==> src/hw/rtl/arlq_pkg.sv <==
// Shared types, constants and control structures of the adaptive range level quantizer.
// Used by arlq_alu, arlq_seq, arlq_dp and the top level; depends on nothing else.
package arlq_pkg;

    localparam int SAMPLE_BITS = 10;
    localparam int TIME_W      = 32;
    localparam int MARK_W      = 16;
    localparam int LEVEL_W     = 4;
    localparam int CNT_W       = 3;
    localparam int REFR_W      = 16;
    localparam int STEP_W      = $clog2(LEVEL_W);
    localparam int PROD_W      = MARK_W + LEVEL_W;
    localparam int ALU_W       = TIME_W + 1;

    localparam int IN_W        = SAMPLE_BITS + TIME_W;
    localparam int IN_TDATA_W  = ((IN_W + 7) / 8) * 8;
    localparam int OUT_W       = LEVEL_W + 2;
    localparam int OUT_TDATA_W = ((OUT_W + 7) / 8) * 8;
    localparam int APB_DATA_W  = 32;
    localparam int PADDR_W     = 4;

    localparam logic signed [MARK_W-1:0] LOW_MARK_INIT  = 16'sd10000;
    localparam logic signed [MARK_W-1:0] HIGH_MARK_INIT = -16'sd10000;
    localparam logic signed [MARK_W:0]   MIN_SPAN       = 17'sd100;
    localparam logic [MARK_W-1:0]        PUSH_STEP      = 16'd50;
    localparam logic [CNT_W-1:0]         REPEAT_LIMIT   = 3'd6;
    localparam logic [LEVEL_W-1:0]       MAX_LEVELS     = 4'd10;
    localparam logic [LEVEL_W-1:0]       FALLBACK_LEVELS = 4'd3;
    localparam logic [LEVEL_W-1:0]       NUM_LEVELS_INIT = 4'd2;

    typedef enum logic [1:0] {
        REG_NUM_LEVELS = 2'd0,
        REG_REFRACTORY = 2'd1,
        REG_REST_LEVEL = 2'd2
    } t_reg_idx;

    typedef enum logic [3:0] {
        ST_IDLE,
        ST_LOW,
        ST_HIGH,
        ST_SPAN,
        ST_PUSH,
        ST_REFR,
        ST_SPAN2,
        ST_OFS,
        ST_MUL,
        ST_DIV,
        ST_FIN,
        ST_HOLD
    } t_state;

    typedef enum logic [3:0] {
        OP_NONE,
        OP_LOAD,
        OP_LOW,
        OP_HIGH,
        OP_SPAN,
        OP_PUSH,
        OP_REFR,
        OP_OFS,
        OP_MUL,
        OP_DIV,
        OP_FIN,
        OP_HOLD
    } t_op;

    typedef struct packed {
        t_op               op;
        logic [STEP_W-1:0] step;
    } t_ctl;

    typedef struct packed {
        logic [LEVEL_W-1:0] level;
        logic               held_back;
        logic               recalibrated;
    } t_res;

endpackage

==> src/hw/rtl/arlq_alu.sv <==
// Shared add/subtract unit of the quantizer datapath.
// Depends on arlq_pkg for the unit width.
module arlq_alu
    import arlq_pkg::*;
(
    input  logic [ALU_W-1:0] i_a,
    input  logic [ALU_W-1:0] i_b,
    input  logic             i_sub,
    output logic [ALU_W-1:0] o_sum
);

    logic [ALU_W-1:0] w_b;

    assign w_b   = i_sub ? ~i_b : i_b;
    assign o_sum = i_a + w_b + {{(ALU_W-1){1'b0}}, i_sub};

endmodule

==> src/hw/rtl/arlq_seq.sv <==
// Sequencer that steps one sample through the shared adder.
// Depends on arlq_pkg for the state, operation and control types.
module arlq_seq
    import arlq_pkg::*;
(
    input  logic i_clk,
    input  logic i_rst_n,
    input  logic i_in_fire,
    input  logic i_held,
    input  logic i_out_free,
    output logic o_ready,
    output t_ctl o_ctl
);

    t_state            r_state;
    t_state            n_state;
    logic [STEP_W-1:0] r_step;
    logic [STEP_W-1:0] n_step;

    always_ff @(posedge i_clk) begin
        if (!i_rst_n) begin
            r_state <= ST_IDLE;
            r_step  <= '0;
        end else begin
            r_state <= n_state;
            r_step  <= n_step;
        end
    end

    always_comb begin
        n_state = r_state;
        case (r_state)
            ST_IDLE:  if (i_in_fire) n_state = ST_LOW;
            ST_LOW:   n_state = ST_HIGH;
            ST_HIGH:  n_state = ST_SPAN;
            ST_SPAN:  n_state = ST_PUSH;
            ST_PUSH:  n_state = ST_REFR;
            ST_REFR:  n_state = i_held ? ST_HOLD : ST_SPAN2;
            ST_SPAN2: n_state = ST_OFS;
            ST_OFS:   n_state = ST_MUL;
            ST_MUL:   if (r_step == {STEP_W{1'b1}}) n_state = ST_DIV;
            ST_DIV:   if (r_step == '0) n_state = ST_FIN;
            ST_FIN:   if (i_out_free) n_state = ST_IDLE;
            ST_HOLD:  if (i_out_free) n_state = ST_IDLE;
            default:  n_state = ST_IDLE;
        endcase
    end

    // The multiply walks the level bits upward, the divide walks quotient bits downward.
    always_comb begin
        n_step = r_step;
        case (r_state)
            ST_OFS: n_step = '0;
            ST_MUL: begin
                if (r_step != {STEP_W{1'b1}}) n_step = r_step + 1'b1;
            end
            ST_DIV: n_step = r_step - 1'b1;
            default: n_step = r_step;
        endcase
    end

    always_comb begin
        o_ctl.step = r_step;
        o_ready    = (r_state == ST_IDLE);
        case (r_state)
            ST_IDLE:  o_ctl.op = i_in_fire ? OP_LOAD : OP_NONE;
            ST_LOW:   o_ctl.op = OP_LOW;
            ST_HIGH:  o_ctl.op = OP_HIGH;
            ST_SPAN:  o_ctl.op = OP_SPAN;
            ST_PUSH:  o_ctl.op = OP_PUSH;
            ST_REFR:  o_ctl.op = OP_REFR;
            ST_SPAN2: o_ctl.op = OP_SPAN;
            ST_OFS:   o_ctl.op = OP_OFS;
            ST_MUL:   o_ctl.op = OP_MUL;
            ST_DIV:   o_ctl.op = OP_DIV;
            ST_FIN:   o_ctl.op = i_out_free ? OP_FIN : OP_NONE;
            ST_HOLD:  o_ctl.op = i_out_free ? OP_HOLD : OP_NONE;
            default:  o_ctl.op = OP_NONE;
        endcase
    end

endmodule

==> src/hw/rtl/arlq_dp.sv <==
// Datapath of the quantizer: marks, counters and the serial multiply and divide.
// Depends on arlq_pkg and arlq_alu; driven by arlq_seq through t_ctl.
module arlq_dp
    import arlq_pkg::*;
(
    input  logic                   i_clk,
    input  logic                   i_rst_n,
    input  t_ctl                   i_ctl,
    input  logic [SAMPLE_BITS-1:0] i_sample,
    input  logic [TIME_W-1:0]      i_now_ms,
    input  logic [LEVEL_W-1:0]     i_num_levels,
    input  logic [REFR_W-1:0]      i_refractory_ms,
    input  logic [LEVEL_W-1:0]     i_rest_level,
    output logic                   o_held,
    output t_res                   o_res
);

    logic [SAMPLE_BITS-1:0]   r_s;
    logic [TIME_W-1:0]        r_now;
    logic signed [MARK_W:0]   r_span;
    logic [MARK_W-1:0]        r_ofs;
    logic [PROD_W-1:0]        r_prod;
    logic [LEVEL_W-1:0]       r_quo;
    logic signed [MARK_W-1:0] r_low;
    logic signed [MARK_W-1:0] r_high;
    logic [CNT_W-1:0]         r_cnt;
    logic [LEVEL_W-1:0]       r_held_lvl;
    logic [TIME_W-1:0]        r_last;

    logic signed [MARK_W:0]   n_span;
    logic [MARK_W-1:0]        n_ofs;
    logic [PROD_W-1:0]        n_prod;
    logic [LEVEL_W-1:0]       n_quo;
    logic signed [MARK_W-1:0] n_low;
    logic signed [MARK_W-1:0] n_high;
    logic [CNT_W-1:0]         n_cnt;
    logic [LEVEL_W-1:0]       n_held_lvl;
    logic [TIME_W-1:0]        n_last;

    logic [ALU_W-1:0]   w_a;
    logic [ALU_W-1:0]   w_b;
    logic               w_sub;
    logic [ALU_W-1:0]   w_sum;
    logic               w_neg;
    logic [ALU_W-1:0]   w_s_ext;
    logic [ALU_W-1:0]   w_low_ext;
    logic [ALU_W-1:0]   w_high_ext;
    logic [ALU_W-1:0]   w_ofs_ext;
    logic [ALU_W-1:0]   w_span_ext;
    logic [ALU_W-1:0]   w_prod_ext;
    logic [LEVEL_W-1:0] w_neff;
    logic [LEVEL_W-1:0] w_top;
    logic [LEVEL_W-1:0] w_x;
    logic               w_span_pos;
    logic [CNT_W-1:0]   w_cnt_inc;
    logic               w_counts;
    logic               w_repeat;
    logic               w_recal;

    assign w_s_ext    = {{(ALU_W-SAMPLE_BITS){1'b0}}, r_s};
    assign w_low_ext  = {{(ALU_W-MARK_W){r_low[MARK_W-1]}}, r_low};
    assign w_high_ext = {{(ALU_W-MARK_W){r_high[MARK_W-1]}}, r_high};
    assign w_ofs_ext  = {{(ALU_W-MARK_W){1'b0}}, r_ofs};
    assign w_span_ext = {{(ALU_W-MARK_W){1'b0}}, r_span[MARK_W-1:0]};
    assign w_prod_ext = {{(ALU_W-PROD_W){1'b0}}, r_prod};

    arlq_alu u_alu (
        .i_a   (w_a),
        .i_b   (w_b),
        .i_sub (w_sub),
        .o_sum (w_sum)
    );

    assign w_neg = w_sum[ALU_W-1];

    always_comb begin
        w_a   = '0;
        w_b   = '0;
        w_sub = 1'b1;
        case (i_ctl.op)
            OP_LOW: begin
                w_a = w_s_ext;
                w_b = w_low_ext;
            end
            OP_HIGH: begin
                w_a = w_high_ext;
                w_b = w_s_ext;
            end
            OP_SPAN: begin
                w_a = w_high_ext;
                w_b = w_low_ext;
            end
            OP_PUSH: begin
                // A rest level of zero opens the range downward, any other upward.
                w_a   = (i_rest_level == '0) ? w_low_ext : w_high_ext;
                w_b   = {{(ALU_W-MARK_W){1'b0}}, PUSH_STEP};
                w_sub = (i_rest_level == '0);
            end
            OP_REFR: begin
                w_a = {1'b0, r_now};
                w_b = {1'b0, r_last};
            end
            OP_OFS: begin
                w_a = w_s_ext;
                w_b = w_low_ext;
            end
            OP_MUL: begin
                w_a   = w_prod_ext;
                w_b   = w_neff[i_ctl.step] ? (w_ofs_ext << i_ctl.step) : '0;
                w_sub = 1'b0;
            end
            OP_DIV: begin
                w_a = w_prod_ext;
                w_b = w_span_ext << i_ctl.step;
            end
            default: begin
                w_a   = '0;
                w_b   = '0;
                w_sub = 1'b1;
            end
        endcase
    end

    assign o_held = (w_sum[TIME_W-1:0] < {{(TIME_W-REFR_W){1'b0}}, i_refractory_ms});

    always_comb begin
        if (i_num_levels > MAX_LEVELS) begin
            w_neff = FALLBACK_LEVELS;
        end else if (i_num_levels == '0) begin
            w_neff = LEVEL_W'(1);
        end else begin
            w_neff = i_num_levels;
        end
    end

    assign w_top      = w_neff - 1'b1;
    assign w_span_pos = !r_span[MARK_W] && (r_span != '0);
    assign w_x        = !w_span_pos ? '0 : ((r_quo > w_top) ? w_top : r_quo);
    assign w_cnt_inc  = r_cnt + 1'b1;
    assign w_counts   = (w_x != i_rest_level);
    assign w_repeat   = w_counts && (w_x == r_held_lvl);
    assign w_recal    = w_repeat && (w_cnt_inc > REPEAT_LIMIT);

    always_comb begin
        if (i_ctl.op == OP_HOLD) begin
            o_res.level        = r_held_lvl;
            o_res.held_back    = 1'b1;
            o_res.recalibrated = 1'b0;
        end else begin
            o_res.level        = w_x;
            o_res.held_back    = 1'b0;
            o_res.recalibrated = w_recal;
        end
    end

    always_comb begin
        n_span     = r_span;
        n_ofs      = r_ofs;
        n_prod     = r_prod;
        n_quo      = r_quo;
        n_low      = r_low;
        n_high     = r_high;
        n_cnt      = r_cnt;
        n_held_lvl = r_held_lvl;
        n_last     = r_last;
        case (i_ctl.op)
            OP_LOW:  if (w_neg) n_low = MARK_W'(r_s);
            OP_HIGH: if (w_neg) n_high = MARK_W'(r_s);
            OP_SPAN: n_span = w_sum[MARK_W:0];
            OP_PUSH: begin
                if (r_span < MIN_SPAN) begin
                    if (i_rest_level == '0) n_low = w_sum[MARK_W-1:0];
                    else                     n_high = w_sum[MARK_W-1:0];
                end
            end
            OP_OFS: begin
                n_ofs  = w_sum[MARK_W-1:0];
                n_prod = '0;
                n_quo  = '0;
            end
            OP_MUL: n_prod = w_sum[PROD_W-1:0];
            OP_DIV: begin
                if (!w_neg) begin
                    n_prod = w_sum[PROD_W-1:0];
                    n_quo[i_ctl.step] = 1'b1;
                end
            end
            OP_FIN: begin
                if (w_recal) begin
                    n_low      = LOW_MARK_INIT;
                    n_high     = HIGH_MARK_INIT;
                    n_cnt      = '0;
                    n_held_lvl = i_rest_level;
                    n_last     = r_now;
                end else if (w_repeat) begin
                    n_cnt = w_cnt_inc;
                end else if (w_counts) begin
                    n_held_lvl = w_x;
                    n_cnt      = '0;
                    n_last     = r_now;
                end
            end
            default: begin
                n_span = r_span;
            end
        endcase
    end

    always_ff @(posedge i_clk) begin
        if (!i_rst_n) begin
            r_low      <= LOW_MARK_INIT;
            r_high     <= HIGH_MARK_INIT;
            r_cnt      <= '0;
            r_held_lvl <= '0;
            r_last     <= '0;
        end else begin
            r_low      <= n_low;
            r_high     <= n_high;
            r_cnt      <= n_cnt;
            r_held_lvl <= n_held_lvl;
            r_last     <= n_last;
        end
    end

    always_ff @(posedge i_clk) begin
        if (i_ctl.op == OP_LOAD) begin
            r_s   <= i_sample;
            r_now <= i_now_ms;
        end
        r_span <= n_span;
        r_ofs  <= n_ofs;
        r_prod <= n_prod;
        r_quo  <= n_quo;
    end

endmodule

==> src/hw/rtl/adaptive_range_level_quantizer_top.sv <==
// A result is registered once its sample has passed the mark updates, a 4-step multiply and
// a 4-step divide on the shared adder; a level held by the refractory window skips the
// multiply and divide. A new sample is taken only after the last result has been registered.
// A finished result waits in the output register. Holds the APB registers and handshakes.
// Reset (synchronous, active low) restores the registers, marks, repeat count, held level
// and last event time to their initial values. Depends on arlq_pkg, arlq_seq and arlq_dp.
module adaptive_range_level_quantizer_top
    import arlq_pkg::*;
(
    input  logic                   i_clk,
    input  logic                   i_rst_n,
    input  logic                   s_axis_tvalid,
    output logic                   s_axis_tready,
    input  logic [IN_TDATA_W-1:0]  s_axis_tdata,  // sample, now_ms, zero fill
    output logic                   m_axis_tvalid,
    input  logic                   m_axis_tready,
    output logic [OUT_TDATA_W-1:0] m_axis_tdata,  // level, held_back, recalibrated, zero fill
    input  logic                   psel,
    input  logic                   penable,
    input  logic                   pwrite,
    input  logic [PADDR_W-1:0]     paddr,
    input  logic [APB_DATA_W-1:0]  pwdata,
    output logic [APB_DATA_W-1:0]  prdata,
    output logic                   pready
);

    logic [LEVEL_W-1:0]     r_num_levels;
    logic [REFR_W-1:0]      r_refractory_ms;
    logic [LEVEL_W-1:0]     r_rest_level;
    logic                   r_out_valid;
    t_res                   r_out;

    t_reg_idx               w_reg_idx;
    logic                   w_wr;
    logic                   w_in_fire;
    logic                   w_out_free;
    logic                   w_held;
    t_ctl                   w_ctl;
    t_res                   w_res;

    assign pready    = 1'b1;
    assign w_reg_idx = t_reg_idx'(paddr[PADDR_W-1:2]);
    assign w_wr      = psel && penable && pwrite && pready;

    always_ff @(posedge i_clk) begin
        if (!i_rst_n) begin
            r_num_levels    <= NUM_LEVELS_INIT;
            r_refractory_ms <= '0;
            r_rest_level    <= '0;
        end else if (w_wr) begin
            case (w_reg_idx)
                REG_NUM_LEVELS: r_num_levels    <= pwdata[LEVEL_W-1:0];
                REG_REFRACTORY: r_refractory_ms <= pwdata[REFR_W-1:0];
                REG_REST_LEVEL: r_rest_level    <= pwdata[LEVEL_W-1:0];
                default:        r_rest_level    <= r_rest_level;
            endcase
        end
    end

    always_comb begin
        case (w_reg_idx)
            REG_NUM_LEVELS: prdata = {{(APB_DATA_W-LEVEL_W){1'b0}}, r_num_levels};
            REG_REFRACTORY: prdata = {{(APB_DATA_W-REFR_W){1'b0}}, r_refractory_ms};
            REG_REST_LEVEL: prdata = {{(APB_DATA_W-LEVEL_W){1'b0}}, r_rest_level};
            default:        prdata = '0;
        endcase
    end

    assign w_in_fire  = s_axis_tvalid && s_axis_tready;
    assign w_out_free = !r_out_valid || m_axis_tready;

    arlq_seq u_seq (
        .i_clk      (i_clk),
        .i_rst_n    (i_rst_n),
        .i_in_fire  (w_in_fire),
        .i_held     (w_held),
        .i_out_free (w_out_free),
        .o_ready    (s_axis_tready),
        .o_ctl      (w_ctl)
    );

    arlq_dp u_dp (
        .i_clk           (i_clk),
        .i_rst_n         (i_rst_n),
        .i_ctl           (w_ctl),
        .i_sample        (s_axis_tdata[SAMPLE_BITS-1:0]),
        .i_now_ms        (s_axis_tdata[IN_W-1:SAMPLE_BITS]),
        .i_num_levels    (r_num_levels),
        .i_refractory_ms (r_refractory_ms),
        .i_rest_level    (r_rest_level),
        .o_held          (w_held),
        .o_res           (w_res)
    );

    // The result register is loaded only when it is empty or being drained this cycle.
    always_ff @(posedge i_clk) begin
        if (!i_rst_n) begin
            r_out_valid <= 1'b0;
        end else if (w_ctl.op == OP_FIN || w_ctl.op == OP_HOLD) begin
            r_out_valid <= 1'b1;
        end else if (m_axis_tready) begin
            r_out_valid <= 1'b0;
        end
    end

    always_ff @(posedge i_clk) begin
        if (w_ctl.op == OP_FIN || w_ctl.op == OP_HOLD) begin
            r_out <= w_res;
        end
    end

    assign m_axis_tvalid = r_out_valid;
    assign m_axis_tdata  = {{(OUT_TDATA_W-OUT_W){1'b0}},
                            r_out.recalibrated, r_out.held_back, r_out.level};

endmodule
==> config.mk <==
export PLATFORM = sky130hd
export DESIGN_NAME = adaptive_range_level_quantizer_top
export DESIGN_NICKNAME = d
export VERILOG_FILES = /design/src/hw/rtl/arlq_pkg.sv /design/src/hw/rtl/arlq_alu.sv /design/src/hw/rtl/arlq_seq.sv /design/src/hw/rtl/arlq_dp.sv /design/src/hw/rtl/adaptive_range_level_quantizer_top.sv
export SDC_FILE = /design/constraint.sdc
export NUM_CORES = 1
export LEC_CHECK = 0
export BUFFER_PORTS_ARGS = -buffer_cell sky130_fd_sc_hd__buf_2
export CAP_MARGIN = 20
export CORE_MARGIN = 2
export CORE_UTILIZATION = 54
export CTS_CLUSTER_DIAMETER = 40
export DETAILED_ROUTE_END_ITERATION = 10
export PLACE_DENSITY = 0.77
export RECOVER_POWER = 25
export SETUP_SLACK_MARGIN = 0.05
export SLEW_MARGIN = 20
export SYNTH_ARGS = -nofsm -noshare
export SYNTH_HDL_FRONTEND = slang
export SYNTH_SLANG_ARGS = --single-unit
==> constraint.sdc <==
create_clock -name i_clk -period 6.8 [get_ports i_clk]
set_clock_uncertainty 0.2 [all_clocks]
set_input_delay 0 -clock i_clk [delete_from_list [all_inputs] [get_ports i_clk]]
set_output_delay 0 -clock i_clk [all_outputs]
set_load 0.05 [all_outputs]
==> results.json, run 1 <==
{
  "outcome": "finished with violations",
  "violations": "max-capacitance violations, max-slew violations",
  "die_h_um": 159.6,
  "path_clk_slew_ps": 50,
  "power_frac_seq": 0.172,
  "final_common_cell": "buf_4",
  "die_w_um": 159.6,
  "drive_gt1_frac": 0.2402,
  "hpwl_um": 30940,
  "gp_congestion": 1.000,
  "hold_ws_ps": 8.063,
  "max_freq_mhz": 149.3,
  "core_area_um2": 23610,
  "synth_area_per_cell_um2": 9.294,
  "intPower_mw": 5.786,
  "fin_tns_setup_ps": 0,
  "hold_path_class": "input pin to flip-flop",
  "clk_latency_ps": 530,
  "seq_area_frac_synth": 0.3973,
  "tritoncts": "built",
  "max-vdd-ir-drop_v": 0.0005023,
  "placed_cell_area_um2": 14820,
  "clock_power_share": 0.164,
  "synth_cells": 1407,
  "synth-main-ff-cell": "edfxtp_1",
  "final.period_utilization": 0.9853,
  "grt.total_usage": 0.3482,
  "hold_viol_final": 0,
  "start_util": 0.5538,
  "cp.required_ps": 7010,
  "max_stage_delay_ps": 510,
  "drt_iter0_drc": 1578,
  "io_pins": 134,
  "grt_pass1_vias": 13010,
  "row_count": 56,
  "tightest_slew_ps": 1512,
  "rsz0062_at_grt": "yes",
  "ff_latch_area_um2": 5206,
  "cap_violations": 1,
  "multiInputGateArea_um2": 7451,
  "finalPower_mw": 10.52,
  "setup_viol": 0,
  "vias_per_cell": 6.309,
  "yosys_warnings": 0,
  "grt_max_degree": 51,
  "sw_frac_of_total": 0.4501,
  "antenna_found_initial": 0,
  "synth_enable_flop_cells": 105,
  "dr.pass1.iters": 9,
  "netlist_area_um2": 13080,
  "min_period_ps": 6700,
  "setup.worst_path.class": "flip-flop to flip-flop",
  "fillers": 1657,
  "ys_seq_elements": 207,
  "finalMaxSlewViolations": 28,
  "antenna_cells": 0,
  "final_cell_mix": "buf_4, nand2_1, dlygate4sd3_1, nor2_1, edfxtp_1",
  "routed-via-count": 13280,
  "comb_power_share": 0.664,
  "nets": 1903,
  "dieArea_um2": 25480,
  "ctsHtreeMaxLevel": 2,
  "cp_max_fo": 7,
  "powerDensity_nw_per_um2": 599.1,
  "worst_path_max_delay_cell": "or4_1",
  "cts_max_path_buffers": 3,
  "async_reset_ff_frac": 0,
  "power_leakage_nw": 7.279,
  "wl_um": 45650,
  "crit_arrival_ps": 6910,
  "cts_root_buf": "clkbuf_16",
  "ant_nets": 0,
  "yosysUniqueCellTypes": 99,
  "numCtsBuffers": 36,
  "start_kind": "flip-flop",
  "cts_sinks": 207,
  "wl_per_cell_um": 21.69,
  "fin_area_um2": 17560,
  "syn2layout_area_growth_pct": 34.30,
  "endpoint_kind": "flip-flop",
  "overflow": 0,
  "power_switching_mw": 4.736,
  "fin_ws_ps": 99.94,
  "drcViolationCount": 0,
  "grt_pass1_wl_um": 70700,
  "io_buffers": 90,
  "place_ws_ps": -287.9,
  "relSlewSlack": -0.007689
}
-- cells in the mapped netlist (all sizes together) (23+ instances only) --
cell | n | area share
nor3 | 23 | 0.0088
ha | 53 | 0.051
buf | 44 | 0.021
inv | 56 | 0.016
nor2 | 114 | 0.033
mux2i | 76 | 0.058
nand3 | 35 | 0.014
xnor2 | 35 | 0.023
nand2 | 150 | 0.043
dfxtp | 102 | 0.16
clkbuf | 62 | 0.022
o21ai | 75 | 0.029
edfxtp | 105 | 0.24
a21oi | 109 | 0.042
a222oi | 25 | 0.019
o211ai | 26 | 0.015
-- timing repair --
item | CTS | global route
pin swaps | 13 | 28
setup buffers | 7 | 8
endpoints found under the setup margin | 3 | 3
hold buffers | 123 | 0
endpoints found under the hold margin | 89 | 0
resized for setup | 32 | 34
-- state kept, by name (all words and copies together) (netlist names), 4 cells and up --
signal,flops
u_dp.r_prod,20
m_axis_tdata,6
r_refractory_ms,16
r_num_levels,4
u_dp.r_high,16
u_dp.r_ofs,16
u_seq.r_state,4
u_dp.r_low,16
u_dp.r_quo,4
u_dp.r_now,32
u_dp.r_held_lvl,4
u_dp.r_s,10
u_dp.r_span,17
u_dp.r_last,32
r_rest_level,4
-- cells by family (layout without fill, tap and decap cells) --
family                     Yosys count  after routing  synth area share
adders and majority gates           54             54           0.05224
muxes                               97             97           0.08746
other                                2             19         0.0005743
buffers and inverters              164            526           0.06076
DFF                                207            207            0.3973
and+or+nand+nor                    443            443            0.1638
AOI/OAI and AO/OA                  395            395            0.2077
xor gates and xnor gates            45             45           0.03014
-- worst max-delay path: cells and delay by family (launching register included) --
kind,cells,cell delay [ps]
AND/OR/NAND/NOR,9,2680
AO/OA/AOI/OAI,12,2090
adder cells (fa/ha/maj),2,590
XOR/XNOR,2,390
flip-flops,1,370
buffers and inverters,2,280
-- final timing paths --
path                                                 endpoint  slack [ps]                         start  cells past startpoint
worst min-delay path                  u_dp.r_now[1]$_DFFE_PN_           8              s_axis_tdata[11]                      2
worst max register to register  u_seq.r_state[2]$_SDFFE_PN0P_         100  r_num_levels[3]$_SDFFE_PN0P_                     27
worst min register to register    u_dp.r_high[2]$_SDFFE_PN0P_         270   u_dp.r_high[2]$_SDFFE_PN0P_                      2
worst max-delay path            u_seq.r_state[2]$_SDFFE_PN0P_         100  r_num_levels[3]$_SDFFE_PN0P_                     27
-- power by group through the flow --
stage          Sequential [mW]  Clock, mW  Combinational, mW
5_1_grt                   1.82       1.80               7.38
2_1_floorplan             1.74          0               3.35
6_report                  1.81       1.72               6.99
4_1_cts                   1.79       1.74               6.38
3_3_place_gp              1.81          0               5.89
3_5_place_dp              1.81          0               5.99
-- metrics by stage --
| stage | std cells | utilization |
|---|---|---|
| 2_1_floorplan | 1424 | - |
| 3_3_place_gp | 1901 | 0.6277 |
| 3_5_place_dp | 1901 | 0.6277 |
| 4_1_cts | 2097 | 0.7354 |
| 5_1_grt | 2105 | 0.7437 |
| 6_report | 2105 | 0.7437 |
-- area by class of cell --
type,count,share of cell area
multi-input cells,1053,0.4243
flip-flops and latches,207,0.2965
repair buffers,404,0.1788
clock buffers,39,0.05251
well taps,319,0.02273
clock inverters,27,0.01332
inverters,56,0.01197
-- layer usage --
metal  vias to the layer above  track usage  routed length (um)
met5                         -            0                   0
met4                         0       0.1545                2097
met3                       165      0.08000                4757
met2                       835       0.5746               21320
met1                      6314       0.4372               17470
li1                       5967            -                   -
(Power assumes the default switching activity.)
==> inputs of run 2 (changes only) <==
- CORE_UTILIZATION: 54 -> 55
- PLACE_DENSITY: 0.77 -> 0.78
- SYNTH_HIERARCHICAL: default -> 1
==> results.json, run 2 <==
{
  "cp.required_ps": 7060,
  "synth_cells": 1423,
  "place_ws_ps": 93.54,
  "r2r_setup_slack_ps": -110,
  "gp_congestion": 1.017,
  "placedCellCount": 1859,
  "grt.total_usage": 0.3264,
  "drive_gt1_frac": 0.2066,
  "synth_area_leader_cell": "edfxtp_1",
  "cp_max_fo": 6,
  "synth_area_per_cell_um2": 9.332,
  "ctsHtreeMaxLevel": 2,
  "cts_max_path_buffers": 3,
  "top_regs": "u_dp/r_last x32, u_dp/r_now x32, u_dp/r_prod x20",
  "synth-main-ff-cell": "edfxtp_1",
  "cts_sinks": 207,
  "hold_viol_final": 0,
  "crit_arrival_ps": 7170,
  "setup_viol": 1,
  "io_buffers": 90,
  "synth_enable_flop_cells": 105,
  "nets": 1870,
  "synthTopCellsByArea": "edfxtp_1, dfxtp_1, mux2i_1",
  "dieArea_um2": 25400,
  "cts_root_buf": "clkbuf_16",
  "violations": "negative setup slack",
  "yosys_warnings": 6,
  "synth_top_area_share": 0.2374,
  "drcViolationCount": 0,
  "numCtsBuffers": 35,
  "post-synth-top-count-cell": "nand2_1",
  "antenna_found_initial": 0,
  "outcome": "finished with violations",
  "max_freq_mhz": 144.8,
  "yosysUniqueCellTypes": 100,
  "max_stage_delay_ps": 550,
  "final_common_cell": "nand2_1",
  "die_h_um": 159.4,
  "fillers": 1601,
  "setup.worst_path.class": "flip-flop to flip-flop",
  "antenna_cells": 0,
  "relSlewSlack": 0.1899,
  "dr.pass1.iters": 6,
  "core_area_um2": 23610,
  "ant_nets": 0,
  "seq_area_frac_synth": 0.3912,
  "vias_per_cell": 6.156,
  "start_kind": "flip-flop",
  "die_w_um": 159.4,
  "routed-via-count": 12750,
  "regToRegStartpoint": "u_seq/r_state[0]$_SDFFE_PN0P_",
  "overflow": 0,
  "wl_um": 43750,
  "crit_path_frequent_cell": "nor3_2",
  "finalMaxSlewViolations": 0,
  "async_reset_ff_frac": 0,
  "cap_violations": 0,
  "final_cell_mix": "nand2_1, dlygate4sd3_1, buf_4, mux2i_1, edfxtp_1",
  "tightest_slew_ps": 1215,
  "final.period_utilization": 1.016,
  "final_cells": 2071,
  "drt_iter0_drc": 1814,
  "endpoint_kind": "flip-flop",
  "hold_path_class": "input pin to flip-flop",
  "tritoncts": "built",
  "min_period_ps": 6907,
  "startpoint": "u_seq/r_state[0]$_SDFFE_PN0P_",
  "worst_path_max_delay_cell": "or4_4",
  "hpwl_um": 26810,
  "row_count": 56,
  "start_util": 0.5624,
  "wl_per_cell_um": 21.12,
  "ys_seq_elements": 207,
  "clk_latency_ps": 530,
  "synth_common_cells": "nand2_1, mux2i_1, edfxtp_1",
  "fin_ws_ps": -107.3,
  "io_pins": 134,
  "path_clk_slew_ps": 60,
  "grt_max_degree": 72,
  "grt_pass1_wl_um": 66520,
  "rsz0062_at_grt": "yes",
  "grt_pass1_vias": 12460,
  "netlist_area_um2": 13280,
  "min_from": "s_axis_tdata[37]",
  "syn2layout_area_growth_pct": 32.51,
  "utilization": 0.7452
}
[run 2: cell types whose count changed in the layout (fill, tap and decap cells not counted), moves of 11 or more]
| cell | before | now |
|---|---|---|
| nand2_1 | 149 | 214 |
| o211ai_1 | 25 | 14 |
| mux2i_1 | 76 | 108 |
| xnor2_1 | 29 | 14 |
| nor2_1 | 111 | 51 |
| xor2_1 | 9 | 50 |
| and2_1 | 18 | 40 |
| a21oi_1 | 103 | 50 |
| mux4_2 | 13 | 0 |
| nand2b_1 | 6 | 17 |
| buf_4 | 181 | 120 |
| nor2b_1 | 10 | 39 |
[run 2: worst max-delay path, delay by kind of cell, from the launching register on]
family	cells	cell delay (ps)
buffers and inverters	1	160
AOI/OAI and AO/OA	12	2600
adders and majority gates	1	300
DFF	1	340
and+or+nand+nor	14	2940
muxes	1	300
[run 2: path summary, 6_finish.rpt]
kind,to,cells after the start
min reg2reg,u_dp/r_high[10]$_SDFFE_PN0P_,2
max reg2reg,u_seq/r_state[0]$_SDFFE_PN0P_,29
min,u_dp/r_now[27]$_DFFE_PN_,2
max,u_seq/r_state[0]$_SDFFE_PN0P_,29
[run 2: metal layers]
| metal | vias to the layer above | global-route usage | share of wire |
|---|---|---|---|
| li1 | 5781 | - | - |
| met1 | 6033 | 0.3986 | 0.39 |
| met2 | 747 | 0.5453 | 0.47 |
| met3 | 189 | 0.06721 | 0.087 |
| met4 | 0 | 0.1711 | 0.054 |
| met5 | - | 0 | 0 |
[run 2: layout make-up]
cell class | instances | area, um2 | area share
inverters | 45 | 168.9 | 0.009600
clock inverters | 25 | 305.3 | 0.01735
repair buffers | 350 | 2801 | 0.1592
multi-input cells | 1086 | 7780 | 0.4422
flip-flops and latches | 207 | 5197 | 0.2954
clock buffers | 39 | 943.4 | 0.05362
well taps | 319 | 399.1 | 0.02268
[run 2: per-stage QoR]
step	TNS, ps	hold WS [ps]	area, um2
floorplan	0	-101.1	13480
global placement	0	-23.22	14680
detailed placement	0	-21.90	14680
CTS	0	0.9592	17210
global route	-446.4	14.34	17600
finish	-107.3	12.25	17600
[run 2: what timing repair did]
action                     CTS  global route
gates resized for setup      2            62
cloned                       0             1
pin swaps                    0            39
hold buffers               127             2
setup endpoints to repair    1            21
hold endpoints to repair    82             2
setup buffers                0            18
[run 2: kinds of logic (layout without fill, tap and decap cells)]
family | after synthesis | after routing | synth area share
and+or+nand+nor | 492 | 492 | 0.1849
AOI/OAI and AO/OA | 333 | 333 | 0.1812
DFF | 207 | 207 | 0.3912
buffers and inverters | 147 | 459 | 0.05408
muxes | 120 | 120 | 0.09177
xor gates and xnor gates | 68 | 68 | 0.04485
adders and majority gates | 54 | 54 | 0.05145
other | 2 | 19 | 0.0005656
Power of run 2 is not shown: default switching activity piles up to over one toggle a cycle in this logic, so the estimate is an artifact.
==> inputs of run 3 (changes only) <==
- BUFFER_PORTS_ARGS: -buffer_cell sky130_fd_sc_hd__buf_2 -> -buffer_cell sky130_fd_sc_hd__buf_4
- CORE_MARGIN: 2 -> default
==> results.json, run 3 (synthesized netlist as in run 2, its figures left out) <==
{
  "cap_violations": 0,
  "rsz0062_at_grt": "yes",
  "crit_arrival_ps": 6920,
  "io_buffers": 90,
  "grt-busiest-layer": "met2",
  "max_freq_mhz": 150.1,
  "startpoint": "u_seq/r_state[1]$_SDFFE_PN0P_",
  "cts_max_path_buffers": 3,
  "tritoncts": "built",
  "wl_per_cell_um": 20.68,
  "antenna_found_initial": 0,
  "cp_max_fo": 12,
  "path_clk_slew_ps": 60,
  "die_w_um": 157.4,
  "worst_path_max_delay_cell": "fa_1",
  "gp_congestion": 0.9840,
  "top_regs": "u_dp/r_last x32, u_dp/r_now x32, u_dp/r_prod x20",
  "ant_nets": 0,
  "clk_latency_ps": 510,
  "drive_gt1_frac": 0.2101,
  "dr.pass1.iters": 7,
  "overflow": 0,
  "grt_pass1_wl_um": 63550,
  "grt_pass1_vias": 11910,
  "ctsHtreeMaxLevel": 2,
  "fin_ws_ps": 136.8,
  "row_count": 56,
  "min_from": "s_axis_tdata[12]",
  "cts_root_buf": "clkbuf_16",
  "use_met1": 0.4183,
  "met2_usage": 0.5575,
  "numCtsBuffers": 34,
  "hpwl_um": 27990,
  "syn2layout_area_growth_pct": 30.11,
  "min_period_ps": 6663,
  "start_util": 0.5640,
  "final.period_utilization": 0.9799,
  "core_area_um2": 23540,
  "setup_viol": 0,
  "grt_max_degree": 74,
  "wl_um": 42120,
  "routed-via-count": 12460,
  "endpoint_kind": "flip-flop",
  "setup.worst_path.class": "flip-flop to flip-flop",
  "drcViolationCount": 0,
  "start_kind": "flip-flop",
  "final_cell_mix": "nand2_1, buf_4, mux2i_1, edfxtp_1, dfxtp_1",
  "max_stage_delay_ps": 460,
  "finalMaxSlewViolations": 0,
  "met3_usage": 0.05176,
  "outcome": "finished clean",
  "dieArea_um2": 24770,
  "hold_path_class": "input pin to flip-flop",
  "relSlewSlack": 0.3317,
  "tightest_slew_ps": 997.6,
  "final_common_cell": "nand2_1",
  "crit_path_frequent_cell": "buf_4",
  "cts_sinks": 207,
  "die_h_um": 157.4,
  "antenna_cells": 0,
  "nets": 1839,
  "regToRegStartpoint": "u_seq/r_state[1]$_SDFFE_PN0P_",
  "vias_per_cell": 6.117,
  "place_ws_ps": 36.72,
  "grt.total_usage": 0.3335,
  "cp.required_ps": 7050,
  "drt_iter0_drc": 1277,
  "hold_viol_final": 0,
  "io_pins": 134,
  "fillers": 1669
}
run 3: cell types whose count changed in the layout (fill, tap and decap cells not counted), moves of 3 or more:
cell	delta
buf_2	-65
clkbuf_4	+39
buf_4	+34
dlygate4sd3_1	-32
a2111oi_2	+3
a21oi_1	-3
a21oi_2	+3
and2_0	+3
buf_12	-3
clkbuf_16	-3
run 3: cell type report:
cell class / count / area [um2] / area share
Clock buffer: 41 / 907.1 / 0.05250
Clock inverter: 19 / 214.0 / 0.01238
Inverter: 45 / 168.9 / 0.009776
Multi-Input combinational cell: 1086 / 7775 / 0.4500
Sequential cell: 207 / 5196 / 0.3007
Tap cell: 319 / 399.1 / 0.02310
Timing Repair Buffer: 320 / 2618 / 0.1515
run 3: critical path, delay by kind of cell (launching register included):
| family | cells | cell delay, ps |
|---|---|---|
| adder cells (fa/ha/maj) | 2 | 750 |
| multiplexers | 1 | 190 |
| buffers and inverters | 4 | 730 |
| flip-flops | 1 | 370 |
| XOR/XNOR | 2 | 390 |
| AND/OR/NAND/NOR | 11 | 2060 |
| AO/OA/AOI/OAI | 11 | 1900 |
run 3: timing repair:
action | CTS | global route
cloned | 0 | 0
hold buffers | 97 | 0
hold endpoints to repair | 110 | 0
setup endpoints to repair | 1 | 28
pin swaps | 2 | 23
buffers inserted | 0 | 8
resized for setup | 4 | 54
run 3: final timing paths:
kind	to	depth (start not counted)	slack, ps
hold reg to reg	u_dp/r_high[13]$_SDFFE_PN0P_	2	270
setup reg to reg	u_seq/r_state[0]$_SDFFE_PN0P_	31	140
setup / recovery	u_seq/r_state[0]$_SDFFE_PN0P_	31	140
hold / removal	u_dp/r_now[2]$_DFFE_PN_	2	20
run 3: metrics by stage:
| stage | area (um2) | setup TNS (ps) | hold slack (ps) | util | std cells |
|---|---|---|---|---|---|
| final | 17280 | 0 | 20.82 | 0.7339 | 2037 |
| after global routing | 17280 | -191.8 | 29.59 | 0.7339 | 2037 |
| after CTS | 17080 | 0 | 0.8450 | 0.7254 | 2029 |
| after detailed placement | 14980 | 0 | -20.75 | 0.6361 | 1872 |
| after global placement | 14980 | 0 | -22.14 | 0.6361 | 1872 |
| after floorplan | 13480 | 0 | -101.1 | - | 1440 |
run 3: routing by layer:
| metal | vias to the layer above | share of wire |
|---|---|---|
| li1 | 5734 | - |
| met3 | 139 | 0.080 |
| met1 | 5953 | 0.40 |
| met4 | 0 | 0.047 |
| met5 | - | 0 |
| met2 | 635 | 0.48 |
Power of run 3 is left out for the same reason.
